## src/rtl/rpa_pkg.sv

```systemverilog
// ----------------------------------------------------------------------------
// rpa_pkg - shared types and constants of the range port allocator
//
// Field widths, item modes, result status codes and the controller states.
// ----------------------------------------------------------------------------
package rpa_pkg;

  // Payload field widths
  localparam int PORT_W   = 16;
  localparam int COUNT_W  = 7;
  localparam int MODE_W   = 2;
  localparam int STATUS_W = 2;
  localparam int FREE_W   = 11;

  // Bitmap row width and smallest usable span
  localparam int WORD_W   = 32;
  localparam int BIT_W    = 5;
  localparam int MIN_SPAN = 8;

  // Stream packing
  localparam int S_DATA_W = 24;
  localparam int M_DATA_W = 32;

  // Item modes
  localparam logic [MODE_W-1:0] MODE_ALLOC   = 2'd0;
  localparam logic [MODE_W-1:0] MODE_RELEASE = 2'd1;
  localparam logic [MODE_W-1:0] MODE_RESERVE = 2'd2;

  // Result status codes
  localparam logic [STATUS_W-1:0] ST_OK    = 2'd0;
  localparam logic [STATUS_W-1:0] ST_FEW   = 2'd1;
  localparam logic [STATUS_W-1:0] ST_RANGE = 2'd2;
  localparam logic [STATUS_W-1:0] ST_SKIP  = 2'd3;

  // Configuration register indexes
  localparam logic CFG_START = 1'b0;
  localparam logic CFG_END   = 1'b1;

  typedef enum logic [2:0] {
    S_CLEAR,
    S_IDLE,
    S_MOD,
    S_LOAD,
    S_SCAN
  } rpa_state_e;

endpackage

```

## src/rtl/range_port_allocator.sv

```systemverilog
// ----------------------------------------------------------------------------
// range_port_allocator - lowest-first port allocator over a configured range
//
// Keeps a used/free bitmap in a 32-bit wide synchronous memory and grants,
// frees or reserves ports of the range [range_start, range_end).
// ----------------------------------------------------------------------------
// Usage:
//   Items enter on s_axis_* (mode in tuser, count and port in tdata, list end
//   in tlast). Results leave on m_axis_* through one output register; tlast
//   marks the last result of an item. The range is set through cfg_we_i /
//   cfg_idx_i / cfg_wdata_i while the block is idle.
// Timing:
//   Release and reserve of an in-range port read the row, then modify it,
//   write it back and load the result in S_MOD. Items answered without the
//   bitmap (zero count, too few free, out of range, skipped) load their
//   result at accept. Allocate loads the first row into the scan register
//   via S_LOAD, grants one port per cycle while the receiver takes results,
//   and steps over a full row by writing it back and rereading via S_LOAD.
// Reset and range writes:
//   Both start a clearing pass that zeroes the bitmap one row per cycle;
//   no item is accepted meanwhile.
// Stalls:
//   An item is accepted only when the output register is free or being
//   emptied; a stalled receiver holds S_MOD and each grant in S_SCAN.
// ----------------------------------------------------------------------------
module range_port_allocator #(
  parameter int PORTS     = 1024,
  parameter int MAX_GRANT = 64
) (
  input  logic                          clk_i,
  input  logic                          rst_ni,
  // configuration write port
  input  logic                          cfg_we_i,
  input  logic                          cfg_idx_i,
  input  logic [rpa_pkg::PORT_W-1:0]    cfg_wdata_i,
  // input items
  input  logic                          s_axis_tvalid,
  output logic                          s_axis_tready,
  input  logic [rpa_pkg::S_DATA_W-1:0]  s_axis_tdata,  // count[6:0], port[22:7], zero pad
  input  logic [rpa_pkg::MODE_W-1:0]    s_axis_tuser,  // mode[1:0]
  input  logic                          s_axis_tlast,  // list_end
  // result items
  output logic                          m_axis_tvalid,
  input  logic                          m_axis_tready,
  output logic [rpa_pkg::M_DATA_W-1:0]  m_axis_tdata,  // granted_port[15:0],
                                                       // port_valid[16], status[18:17],
                                                       // free_count[29:19], zero pad
  output logic                          m_axis_tlast   // final_res
);
  import rpa_pkg::*;

  localparam int ROWS  = (PORTS + WORD_W - 1) / WORD_W;
  localparam int RW    = (ROWS > 1) ? $clog2(ROWS) : 1;
  localparam int FW    = $clog2(PORTS + 1);
  localparam int SPAN_W = PORT_W + 1;

  // Control and payload registers
  rpa_state_e               state_q, state_d;
  logic [PORT_W-1:0]        start_q, start_d;
  logic [PORT_W-1:0]        end_q, end_d;
  logic [FW-1:0]            free_q, free_d;
  logic                     abort_q, abort_d;
  logic [RW-1:0]            clr_q, clr_d;
  logic [RW-1:0]            row_q, row_d;
  logic [WORD_W-1:0]        word_q, word_d;
  logic [COUNT_W-1:0]       remain_q, remain_d;
  logic [MODE_W-1:0]        mode_q, mode_d;
  logic [PORT_W-1:0]        idx_q, idx_d;
  logic                     out_vld_q, out_vld_d;
  logic [PORT_W-1:0]        out_port_q, out_port_d;
  logic                     out_pv_q, out_pv_d;
  logic [STATUS_W-1:0]      out_st_q, out_st_d;
  logic                     out_fin_q, out_fin_d;
  logic [FREE_W-1:0]        out_free_q, out_free_d;

  // Bitmap memory
  logic [WORD_W-1:0]        map_mem_q [ROWS];
  logic [WORD_W-1:0]        rdata_q;
  logic                     mem_we, mem_re;
  logic [RW-1:0]            mem_waddr, mem_raddr;
  logic [WORD_W-1:0]        mem_wdata;

  // Decoded input fields
  logic [COUNT_W-1:0]       in_count;
  logic [PORT_W-1:0]        in_port;
  logic [PORT_W-1:0]        in_idx;
  logic                     in_rng;
  logic                     in_acc;
  logic                     out_free;

  // Range and scan helpers
  logic [SPAN_W-1:0]        diff_w, span_w, base_w;
  logic [WORD_W-1:0]        avail;
  logic                     found;
  logic [BIT_W-1:0]         sel;
  logic [BIT_W-1:0]         mod_bit;

  assign in_count = s_axis_tdata[COUNT_W-1:0];
  assign in_port  = s_axis_tdata[COUNT_W+PORT_W-1:COUNT_W];

  assign out_free      = !out_vld_q || m_axis_tready;
  assign s_axis_tready = (state_q == S_IDLE) && out_free;
  assign in_acc        = s_axis_tvalid && s_axis_tready;

  // Effective span, zero when the range is unusable
  assign diff_w = {1'b0, end_q} - {1'b0, start_q};
  always_comb begin
    if (end_q > start_q && diff_w >= SPAN_W'(MIN_SPAN) && diff_w <= SPAN_W'(PORTS)) begin
      span_w = diff_w;
    end else begin
      span_w = '0;
    end
  end

  // Range check of the incoming port
  assign in_idx = in_port - start_q;
  assign in_rng = (span_w != '0) && (in_port >= start_q) && ({1'b0, in_idx} < span_w);

  // Find the lowest free in-range bit of the held row
  assign base_w = SPAN_W'({row_q, {BIT_W{1'b0}}});
  always_comb begin
    found = 1'b0;
    sel   = '0;
    for (int b = 0; b < WORD_W; b++) begin
      avail[b] = !word_q[b] && ((base_w + SPAN_W'(b)) < span_w);
    end
    for (int b = WORD_W - 1; b >= 0; b--) begin
      if (avail[b]) begin
        found = 1'b1;
        sel   = BIT_W'(b);
      end
    end
  end

  assign mod_bit = idx_q[BIT_W-1:0];

  // Next state, memory controls and result loading
  always_comb begin
    state_d    = state_q;
    start_d    = start_q;
    end_d      = end_q;
    free_d     = free_q;
    abort_d    = abort_q;
    clr_d      = clr_q;
    row_d      = row_q;
    word_d     = word_q;
    remain_d   = remain_q;
    mode_d     = mode_q;
    idx_d      = idx_q;
    out_vld_d  = out_vld_q && !m_axis_tready;
    out_port_d = out_port_q;
    out_pv_d   = out_pv_q;
    out_st_d   = out_st_q;
    out_fin_d  = out_fin_q;
    out_free_d = out_free_q;
    mem_we     = 1'b0;
    mem_waddr  = '0;
    mem_wdata  = '0;
    mem_re     = 1'b0;
    mem_raddr  = '0;

    case (state_q)
      // Zero the bitmap one row per cycle
      S_CLEAR: begin
        mem_we    = 1'b1;
        mem_waddr = clr_q;
        clr_d     = clr_q + 1'b1;
        if (clr_q == RW'(ROWS - 1)) begin
          free_d  = FW'(span_w);
          state_d = S_IDLE;
        end
      end

      // Take an item; answer directly or start a row access
      S_IDLE: begin
        if (in_acc) begin
          mode_d = s_axis_tuser;
          idx_d  = in_idx;
          case (s_axis_tuser)
            MODE_ALLOC: begin
              if (in_count == '0) begin
                out_vld_d  = 1'b1;
                out_port_d = '0;
                out_pv_d   = 1'b0;
                out_st_d   = ST_OK;
                out_fin_d  = 1'b1;
                out_free_d = FREE_W'(free_q);
              end else if ({1'b0, in_count} > 8'(MAX_GRANT) ||
                           SPAN_W'(free_q) < SPAN_W'(in_count)) begin
                out_vld_d  = 1'b1;
                out_port_d = '0;
                out_pv_d   = 1'b0;
                out_st_d   = ST_FEW;
                out_fin_d  = 1'b1;
                out_free_d = FREE_W'(free_q);
              end else begin
                row_d     = '0;
                remain_d  = in_count;
                mem_re    = 1'b1;
                mem_raddr = '0;
                state_d   = S_LOAD;
              end
            end
            MODE_RELEASE: begin
              if (in_rng) begin
                mem_re    = 1'b1;
                mem_raddr = RW'(in_idx >> BIT_W);
                state_d   = S_MOD;
              end else begin
                out_vld_d  = 1'b1;
                out_port_d = '0;
                out_pv_d   = 1'b0;
                out_st_d   = ST_OK;
                out_fin_d  = 1'b1;
                out_free_d = FREE_W'(free_q);
              end
            end
            MODE_RESERVE: begin
              if (abort_q || !in_rng) begin
                out_vld_d  = 1'b1;
                out_port_d = '0;
                out_pv_d   = 1'b0;
                out_st_d   = abort_q ? ST_SKIP : ST_RANGE;
                out_fin_d  = 1'b1;
                out_free_d = FREE_W'(free_q);
                abort_d    = !s_axis_tlast;
              end else begin
                mem_re    = 1'b1;
                mem_raddr = RW'(in_idx >> BIT_W);
                state_d   = S_MOD;
              end
            end
            default: begin
              state_d = S_IDLE;
            end
          endcase
        end
      end

      // Clear (release) or set (reserve) one bit of the read row, write it back and answer
      S_MOD: begin
        if (out_free) begin
          word_d = rdata_q;
          if (mode_q == MODE_RELEASE) begin
            if (rdata_q[mod_bit]) begin
              word_d[mod_bit] = 1'b0;
              free_d          = free_q + 1'b1;
            end
          end else begin
            if (!rdata_q[mod_bit]) begin
              word_d[mod_bit] = 1'b1;
              free_d          = free_q - 1'b1;
            end
          end
          mem_we     = 1'b1;
          mem_waddr  = RW'(idx_q >> BIT_W);
          mem_wdata  = word_d;
          out_vld_d  = 1'b1;
          out_port_d = '0;
          out_pv_d   = 1'b0;
          out_st_d   = ST_OK;
          out_fin_d  = 1'b1;
          out_free_d = FREE_W'(free_d);
          state_d    = S_IDLE;
        end
      end

      // Hold the freshly read row for scanning
      S_LOAD: begin
        word_d  = rdata_q;
        state_d = S_SCAN;
      end

      // Grant the lowest free bit, or write back and step to the next row
      S_SCAN: begin
        if (found) begin
          if (out_free) begin
            word_d[sel] = 1'b1;
            free_d      = free_q - 1'b1;
            remain_d    = remain_q - 1'b1;
            out_vld_d   = 1'b1;
            out_port_d  = start_q + PORT_W'(base_w) + PORT_W'(sel);
            out_pv_d    = 1'b1;
            out_st_d    = ST_OK;
            out_fin_d   = (remain_q == COUNT_W'(1));
            out_free_d  = FREE_W'(free_d);
            if (remain_q == COUNT_W'(1)) begin
              mem_we    = 1'b1;
              mem_waddr = row_q;
              mem_wdata = word_d;
              state_d   = S_IDLE;
            end
          end
        end else begin
          mem_we    = 1'b1;
          mem_waddr = row_q;
          mem_wdata = word_q;
          row_d     = row_q + 1'b1;
          mem_re    = 1'b1;
          mem_raddr = row_d;
          state_d   = S_LOAD;
        end
      end

      default: begin
        state_d = S_IDLE;
      end
    endcase

    // Range writes restart the clearing pass
    if (cfg_we_i) begin
      if (cfg_idx_i == CFG_START) begin
        start_d = cfg_wdata_i;
      end else begin
        end_d = cfg_wdata_i;
      end
      clr_d   = '0;
      abort_d = 1'b0;
      state_d = S_CLEAR;
    end
  end

  // Control registers
  always_ff @(posedge clk_i or negedge rst_ni) begin
    if (!rst_ni) begin
      state_q   <= S_CLEAR;
      start_q   <= '0;
      end_q     <= '0;
      free_q    <= '0;
      abort_q   <= 1'b0;
      clr_q     <= '0;
      row_q     <= '0;
      remain_q  <= '0;
      mode_q    <= MODE_ALLOC;
      out_vld_q <= 1'b0;
    end else begin
      state_q   <= state_d;
      start_q   <= start_d;
      end_q     <= end_d;
      free_q    <= free_d;
      abort_q   <= abort_d;
      clr_q     <= clr_d;
      row_q     <= row_d;
      remain_q  <= remain_d;
      mode_q    <= mode_d;
      out_vld_q <= out_vld_d;
    end
  end

  // Payload registers
  always_ff @(posedge clk_i) begin
    word_q     <= word_d;
    idx_q      <= idx_d;
    out_port_q <= out_port_d;
    out_pv_q   <= out_pv_d;
    out_st_q   <= out_st_d;
    out_fin_q  <= out_fin_d;
    out_free_q <= out_free_d;
  end

  // Bitmap memory, one write and one registered read per cycle
  always_ff @(posedge clk_i) begin
    if (mem_we) begin
      map_mem_q[mem_waddr] <= mem_wdata;
    end
    if (mem_re) begin
      rdata_q <= map_mem_q[mem_raddr];
    end
  end

  // Result channel
  assign m_axis_tvalid = out_vld_q;
  assign m_axis_tlast  = out_fin_q;
  assign m_axis_tdata  = {{(M_DATA_W - PORT_W - 1 - STATUS_W - FREE_W){1'b0}},
                          out_free_q, out_st_q, out_pv_q, out_port_q};

endmodule
```

## config.mk

```make
export PLATFORM = sky130hd
export DESIGN_NAME = range_port_allocator
export DESIGN_NICKNAME = d
export VERILOG_FILES = /design/src/rtl/rpa_pkg.sv /design/src/rtl/range_port_allocator.sv
export SDC_FILE = /design/constraint.sdc
export NUM_CORES = 2
export LEC_CHECK = 0
export ABC_AREA = 1
export BUFFER_PORTS_ARGS = -buffer_cell sky130_fd_sc_hd__buf_2
export CAP_MARGIN = 20
export CORE_MARGIN = 4
export CORE_UTILIZATION = 28
export DETAILED_ROUTE_END_ITERATION = 12
export GPL_TIMING_DRIVEN = 0
export SLEW_MARGIN = 20
export SYNTH_ARGS = -nofsm -noshare
export SYNTH_HDL_FRONTEND = slang
export SYNTH_SLANG_ARGS = --single-unit
export TNS_END_PERCENT = 5
```

## constraint.sdc

```tcl
create_clock -name clk_i -period 12.1 [get_ports clk_i]
set_input_delay 0.605 -clock clk_i [delete_from_list [all_inputs] [get_ports clk_i]]
set_output_delay 0.605 -clock clk_i [all_outputs]
set_load 0.02 [all_outputs]
```

# After elaboration in Yosys (flattened, before gate mapping)
# Memories as Yosys holds them, arrays and structs flattened. A register that Yosys moved wholly into a read port is not among the register bits.
# Cells that the tools add are included.
op_classes:
  eq_ne: 31
  order_cmp: 43
  bitwise_logic: 5
  n_addsub: 40
  reduce_logical: 104
  muxes: 205
op_table:
  columns: ["op", "n"]
  rows:
  - ["$lt A11 B17 Y1", 31]
  - ["$mux W32", 10]
  - ["$mux W5", 47]
  - ["$add A10 B5 Y11 const B", 16]
  - ["$mux W11", 12]
  - ["$mux W16", 8]
  - ["$pmux W11 S3", 3]
  - ["$pmux W16 S3", 2]
  - ["$pmux W32 S3", 1]
  - ["$add A10 B4 Y11 const B", 8]
  - ["$mux W1", 75]
  - ["$or A32 B32 Y32", 2]
  - ["$pmux W32 S2", 1]
  - ["$add A10 B3 Y11 const B", 4]
  - ["$mux W7", 6]
  - ["$logic_and A1 B1 Y1", 41]
  - ["$logic_not A1 Y1", 36]
  - ["$mux W3", 11]
  - ["$and A32 B32 Y32", 1]
  - ["$not A32 Y32", 1]
  - ["$pmux W5 S2", 3]
  - ["$ne A4 B4 Y1 const B", 7]
  - ["$pmux W1 S3", 8]
  - ["$add A10 B2 Y11 const B", 2]
  - ["54 further kinds", 92]
word_totals:
  mem_bits_rw: 1024
  reg_bits: 140
  in_bits: 49
  n_memories: 1
  word_cells: 446
mem_list:
  columns: ["memory", "words", "word_bits", "rd", "rd_ports_with_merged_regs", "write_ports", "line", "source"]
  rows:
  - ["map_mem_q", 32, 32, 1, 1, 1, "range_port_allocator.sv:77", "logic [WORD_W-1:0] map_mem_q [ROWS];"]

# Depth between registers and ports, before layout
logic_depth:
  ltp_word: 48
  ltp_mapped: 72

# Worst setup path after synthesis
# OpenSTA, ideal clock, no wires.
synth_timing:
  path_type: "flip-flop to flip-flop"
  from: "reg start_q[0]"
  to: "reg out_fin_q, in the netlist m_axis_tlast, enable pin"
  slack_ns: 2.782
  path_buffers: 0
  arrival_ns: 8.746
  path_stages_with_launch: 35
  setup_time_ns: 0.572
  cell_sequence: "dfrtp_1 > ha_1 > fa_1 > inv_1 > nand3_1 > nand3_1 > nand2_1 > nor2_4 > inv_2 > nor2_1 > nand3_1 > nor2_1 > nor2_1 > nor2_4 > nand2_4 > inv_1 > nand2_1 > ha_1 > a21oi_1 > nand2_1 > a21oi_1 > o21ai_2 > nor2_4 > o21ai_1 > a211oi_1 > nor2_1 > nand2_1 > inv_2 > nand2_1 > nor2_2 > nand2_4 > nor2_1 > inv_1 > nand2_1 > a2111oi_0"
synth_between:
  elab_chain_cells: 41
  elab_cells_between_ends: 115
  cone_classes: "add/sub: 2; order compare: 37; eq/ne: 3; mux: 33; reduce/logical: 40"
synth_lines:
  columns: ["element", "line", "source"]
  rows:
  - ["start, declared", "range_port_allocator.sv:59", "logic [PORT_W-1:0] start_q, start_d;"]
  - ["start signal, assigned", "range_port_allocator.sv:338", "start_q <= start_d;"]
  - ["$sub A16 B16 Y17", "range_port_allocator.sv:106", "assign diff_w = {1'b0, end_q} - {1'b0, start_q};"]
  - ["$ge A17 B4 Y1", "range_port_allocator.sv:108", "if (end_q > start_q && diff_w >= SPAN_W'(MIN_SPAN) && diff_w <= SPAN_W'(PORTS)) begin"]
  - ["$logic_and A1 B1 Y1 (2 in a row)", "range_port_allocator.sv:108", null]
  - ["$mux W17", "range_port_allocator.sv:108", null]
  - ["$lt A11 B17 Y1", "range_port_allocator.sv:125", "avail[b] = !word_q[b] && ((base_w + SPAN_W'(b)) < span_w);"]
  - ["$logic_and A1 B1 Y1", "range_port_allocator.sv:125", null]
  - ["$mux W1 (32 in a row)", "range_port_allocator.sv:128", "if (avail[b]) begin"]
  - ["$ne A2 B2 Y1 (no line)", null, null]
  - ["$reduce_and A9 Y1 (no line) (*)", null, null]
  - ["end signal, assigned", "range_port_allocator.sv:357", "out_fin_q <= out_fin_d;"]
  - ["end, declared", "range_port_allocator.sv:73", "logic out_fin_q, out_fin_d;"]
# Every way passes the cells marked *; elsewhere a longest branch is shown, timed or not.
# A chain may end at the register's enable or synchronous reset.

# Final worst setup path
layout_timing:
  from: "reg start_q[10]"
  to: "reg rdata_q[29], read port of map_mem_q (data pin)"
layout_between:
  elab_chain_cells: 41
  elab_cells_between_ends: 123
  cone_classes: "add/sub: 2; order compare: 37; mux: 45; reduce/logical: 39"
layout_lines:
  columns: ["element", "line", "source"]
  rows:
  - ["$sub A16 B16 Y17", "range_port_allocator.sv:106", null]
  - ["$ge A17 B4 Y1", "range_port_allocator.sv:108", null]
  - ["$logic_and A1 B1 Y1 (2 in a row)", "range_port_allocator.sv:108", null]
  - ["$mux W17", "range_port_allocator.sv:108", null]
  - ["$lt A11 B17 Y1", "range_port_allocator.sv:125", null]
  - ["$logic_and A1 B1 Y1", "range_port_allocator.sv:125", null]
  - ["$mux W1 (32 in a row)", "range_port_allocator.sv:128", null]
  - ["$mux W5 or $mux W1 (tied branches)", "range_port_allocator.sv:276", "if (found) begin"]
  - ["$pmux W5 S2 or $pmux W1 S2 (tied branches)", "range_port_allocator.sv:162", "case (state_q)"]
  - ["end, declared", "range_port_allocator.sv:78", "logic [WORD_W-1:0] rdata_q;"]
# Several ways; a longest one is shown, not always the timed one.

==> reports/metrics.csv <==
metric;value;unit
outcome;complete, no violations;
leak pwr;22.31;nW
type of the worst setup path;reg2reg;
later-pin clock latency in the skew report;0.79;ns
vias in the first global route;38663;
Synth async-reset ratio;0.05602;
pin count of the biggest net entering global routing;49;
CP top delay family;simple AND/OR/NAND/NOR gates;
post-place instance area;60080;um2
hold crit path type;in2reg;
met1 Resource Use GR;0.2369;
number of hold violations in the final report;0;
top library cells by usage in the layout, fill and taps aside;edfxtp_1, nor2_1, nand2_1;
summed area of non-filler cells in the final layout;64210;um2
delay of the slowest critical-path stage;0.80;ns
max-slew violation count;0;
count of unresolved DRC violations after routing;0;
cells after synthesis;4840;
setup bufs post-CTS;0;
number of buffers created by CTS;130;
synthesis-stage register bit count;1196;
Final nets;5253;
number of maximum-capacitance constraint violations;0;
HPWL Detailed;128800;um
final period utilization;0.7146;
height of the die;449.6;um
post-route worst hold slack;0.08137;ns
mean routed wirelength per cell;22.85;um
count of flip-flops with a built-in enable after synthesis;1129;
share of layout cells above drive strength 1;0.1179;
PortBufs;79;
critical path endpoint category;flop;
Via Count;39958;
Max Root-Sink Buffers;3;
global-route wire length before repair;258500;um
die width;449.6;um
worst hold path depth;2;
Final min period;8.647;ns
relative slew slack;0.1768;
Netlist Area Pre-Place;54590;um2
count of boundary I/O pins;84;
worst setup skew after layout;0.05597;ns
final wirelength;177000;um
count of cell types in the netlist;71;
Routed Antenna Nets;0;
CP Data Required Time;12.64;ns
fraction of the yosys area taken by sequential cells;0.6517;
Critical path buffers and inverters;6;
drt initial violations;5308;
buffer type at the clock tree root;clkbuf_16;
Vias/cell;5.159;
grt total ovfl;0;
number of antenna violations at the first check in global routing;6;
routing usage on met2;0.2597;
Post-Synthesis Mean Instance Area;11.28;um2
iteration count of the initial detailed-routing pass;6;
initial core utilization;0.2826;
signal arrival time at the worst endpoint;9.18;ns
setup TNS after final layout;0;ns
critical path fanouts, max;10;
Slew @ Worst Pin;1.222;ns
grt peak-use layer;met2;
most common library cell in the layout ignoring fill and taps;edfxtp_1;
most used cell, CP;nand2_1;
critical-path cell with the highest stage delay;a2111oi_0;
total power per unit cell area;200.0;nW/um2
unrepaired setup endpoints after global routing;no;
met3 global-route usage;0.02979;
Die Outline Area;202100;um2
maximum achievable frequency;0.1156;GHz
CTS HTree Levels;4;
final number of setup-violating endpoints;0;
main flop type after synthesis;edfxtp_1;
core area;193200;um2
IR Drop Worst-Case VDD;0.1245;mV
GP Congestion;0.9700;
standard-cell row count;161;
final core area utilization;0.3324;
Num Clock Sinks;1196;
Critical Path Stages;35;
post-CTS clock slew at the launch and capture registers of the worst setup and hold paths;0.06;ns
worst reg-to-reg path cell count;35;
TritonCTS clock tree;built;
count of synthesis-stage warnings from yosys;0;
Worst setup SP type;flop;
area growth from synthesis to layout;17.61;%
total routing usage reported by global routing;0.1702;
## area by class of cell
class / count / area [um2]
multi-input cells: 3010 / 16700
flip-flops and latches: 1196 / 35580
plain buffers: 271 / 1285
diodes: 1 / 2.502
well taps: 2526 / 3161
inverters: 368 / 1391
clock inverters: 73 / 754.5
fillers: 19062 / 129000
clock buffers: 153 / 3361
repair buffers: 147 / 1977
## cells in the mapped netlist, types with 62 or more instances
library cell  number  share of area
o32ai_1          131          0.021
dfrtp_1           67          0.031
nand2_1          601          0.041
nand3_1           82         0.0075
o221ai_1         137          0.022
a21oi_1           99         0.0091
o21ai_0          412          0.038
clkbuf_1         145          0.010
inv_1            340          0.023
or2_1             62         0.0071
nor2_1           740          0.051
ha_1              78          0.018
o21ai_1          131          0.012
edfxtp_1        1129           0.62
buf_2             78         0.0072
o211ai_1         138          0.019
## power by group
part | switching (mW) | internal [mW] | leakage, nW
Combinational | 2.81 | 1.04 | 9.00
Sequential | 0.131 | 5.01 | 11.3
Clock | 1.71 | 2.14 | 1.97
## metal layers
layer	up-vias	wire [um]
met3	321	16030
met2	1938	77430
met1	19593	75290
met5	-	9
li1	18104	-
met4	2	8211
## state kept, by name, indices dropped and copies added (netlist names)
register,flops
abort_q,1
clr_q,5
end_q,16
free_q,11
idx_q,10
m_axis_tlast,1
m_axis_tvalid,1
map_mem_q,1024
mode_q,2
out_free_q,11
out_port_q,16
out_pv_q,1
out_st_q,2
rdata_q,32
remain_q,7
row_q,5
start_q,16
state_q,3
word_q,32
## final timing paths
path                              startpoint          end  slack (ns)
worst max-delay path             start_q[10]  rdata_q[29]        3.45
worst min-delay path            s_axis_tlast      abort_q        0.08
worst max register to register   start_q[10]  rdata_q[29]        3.45
worst min register to register    start_q[2]   start_q[2]        0.49
max in group asynchronous             rst_ni    free_q[5]       11.20
min in group asynchronous             rst_ni    end_q[10]        0.28
## cell families after synthesis
family | Yosys count | synth area share
AND/OR/NAND/NOR | 1697 | 0.1336
multiplexers | 32 | 0.005867
adder cells (fa/ha/maj) | 80 | 0.01861
buffers and inverters | 639 | 0.04900
XOR/XNOR | 27 | 0.004332
AO/OA/AOI/OAI | 1167 | 0.1368
other | 2 | 0.0001376
flip-flops | 1196 | 0.6517
## through the flow
stage	std cells	power [mW]	setup WS (ns)
final	7745	12.84	3.453
after detailed placement	7517	8.996	3.713
after global placement	7450	8.840	-1.123
after CTS	7744	12.83	3.646
after global routing	7744	13.39	3.016
after floorplan	4845	7.539	2.782
## repair_timing
action / CTS / global route
hold endpoints to repair: 19 / 0
resized for setup: 0 / 0
hold buffers: 1 / 0
(Power assumes the default switching activity.)
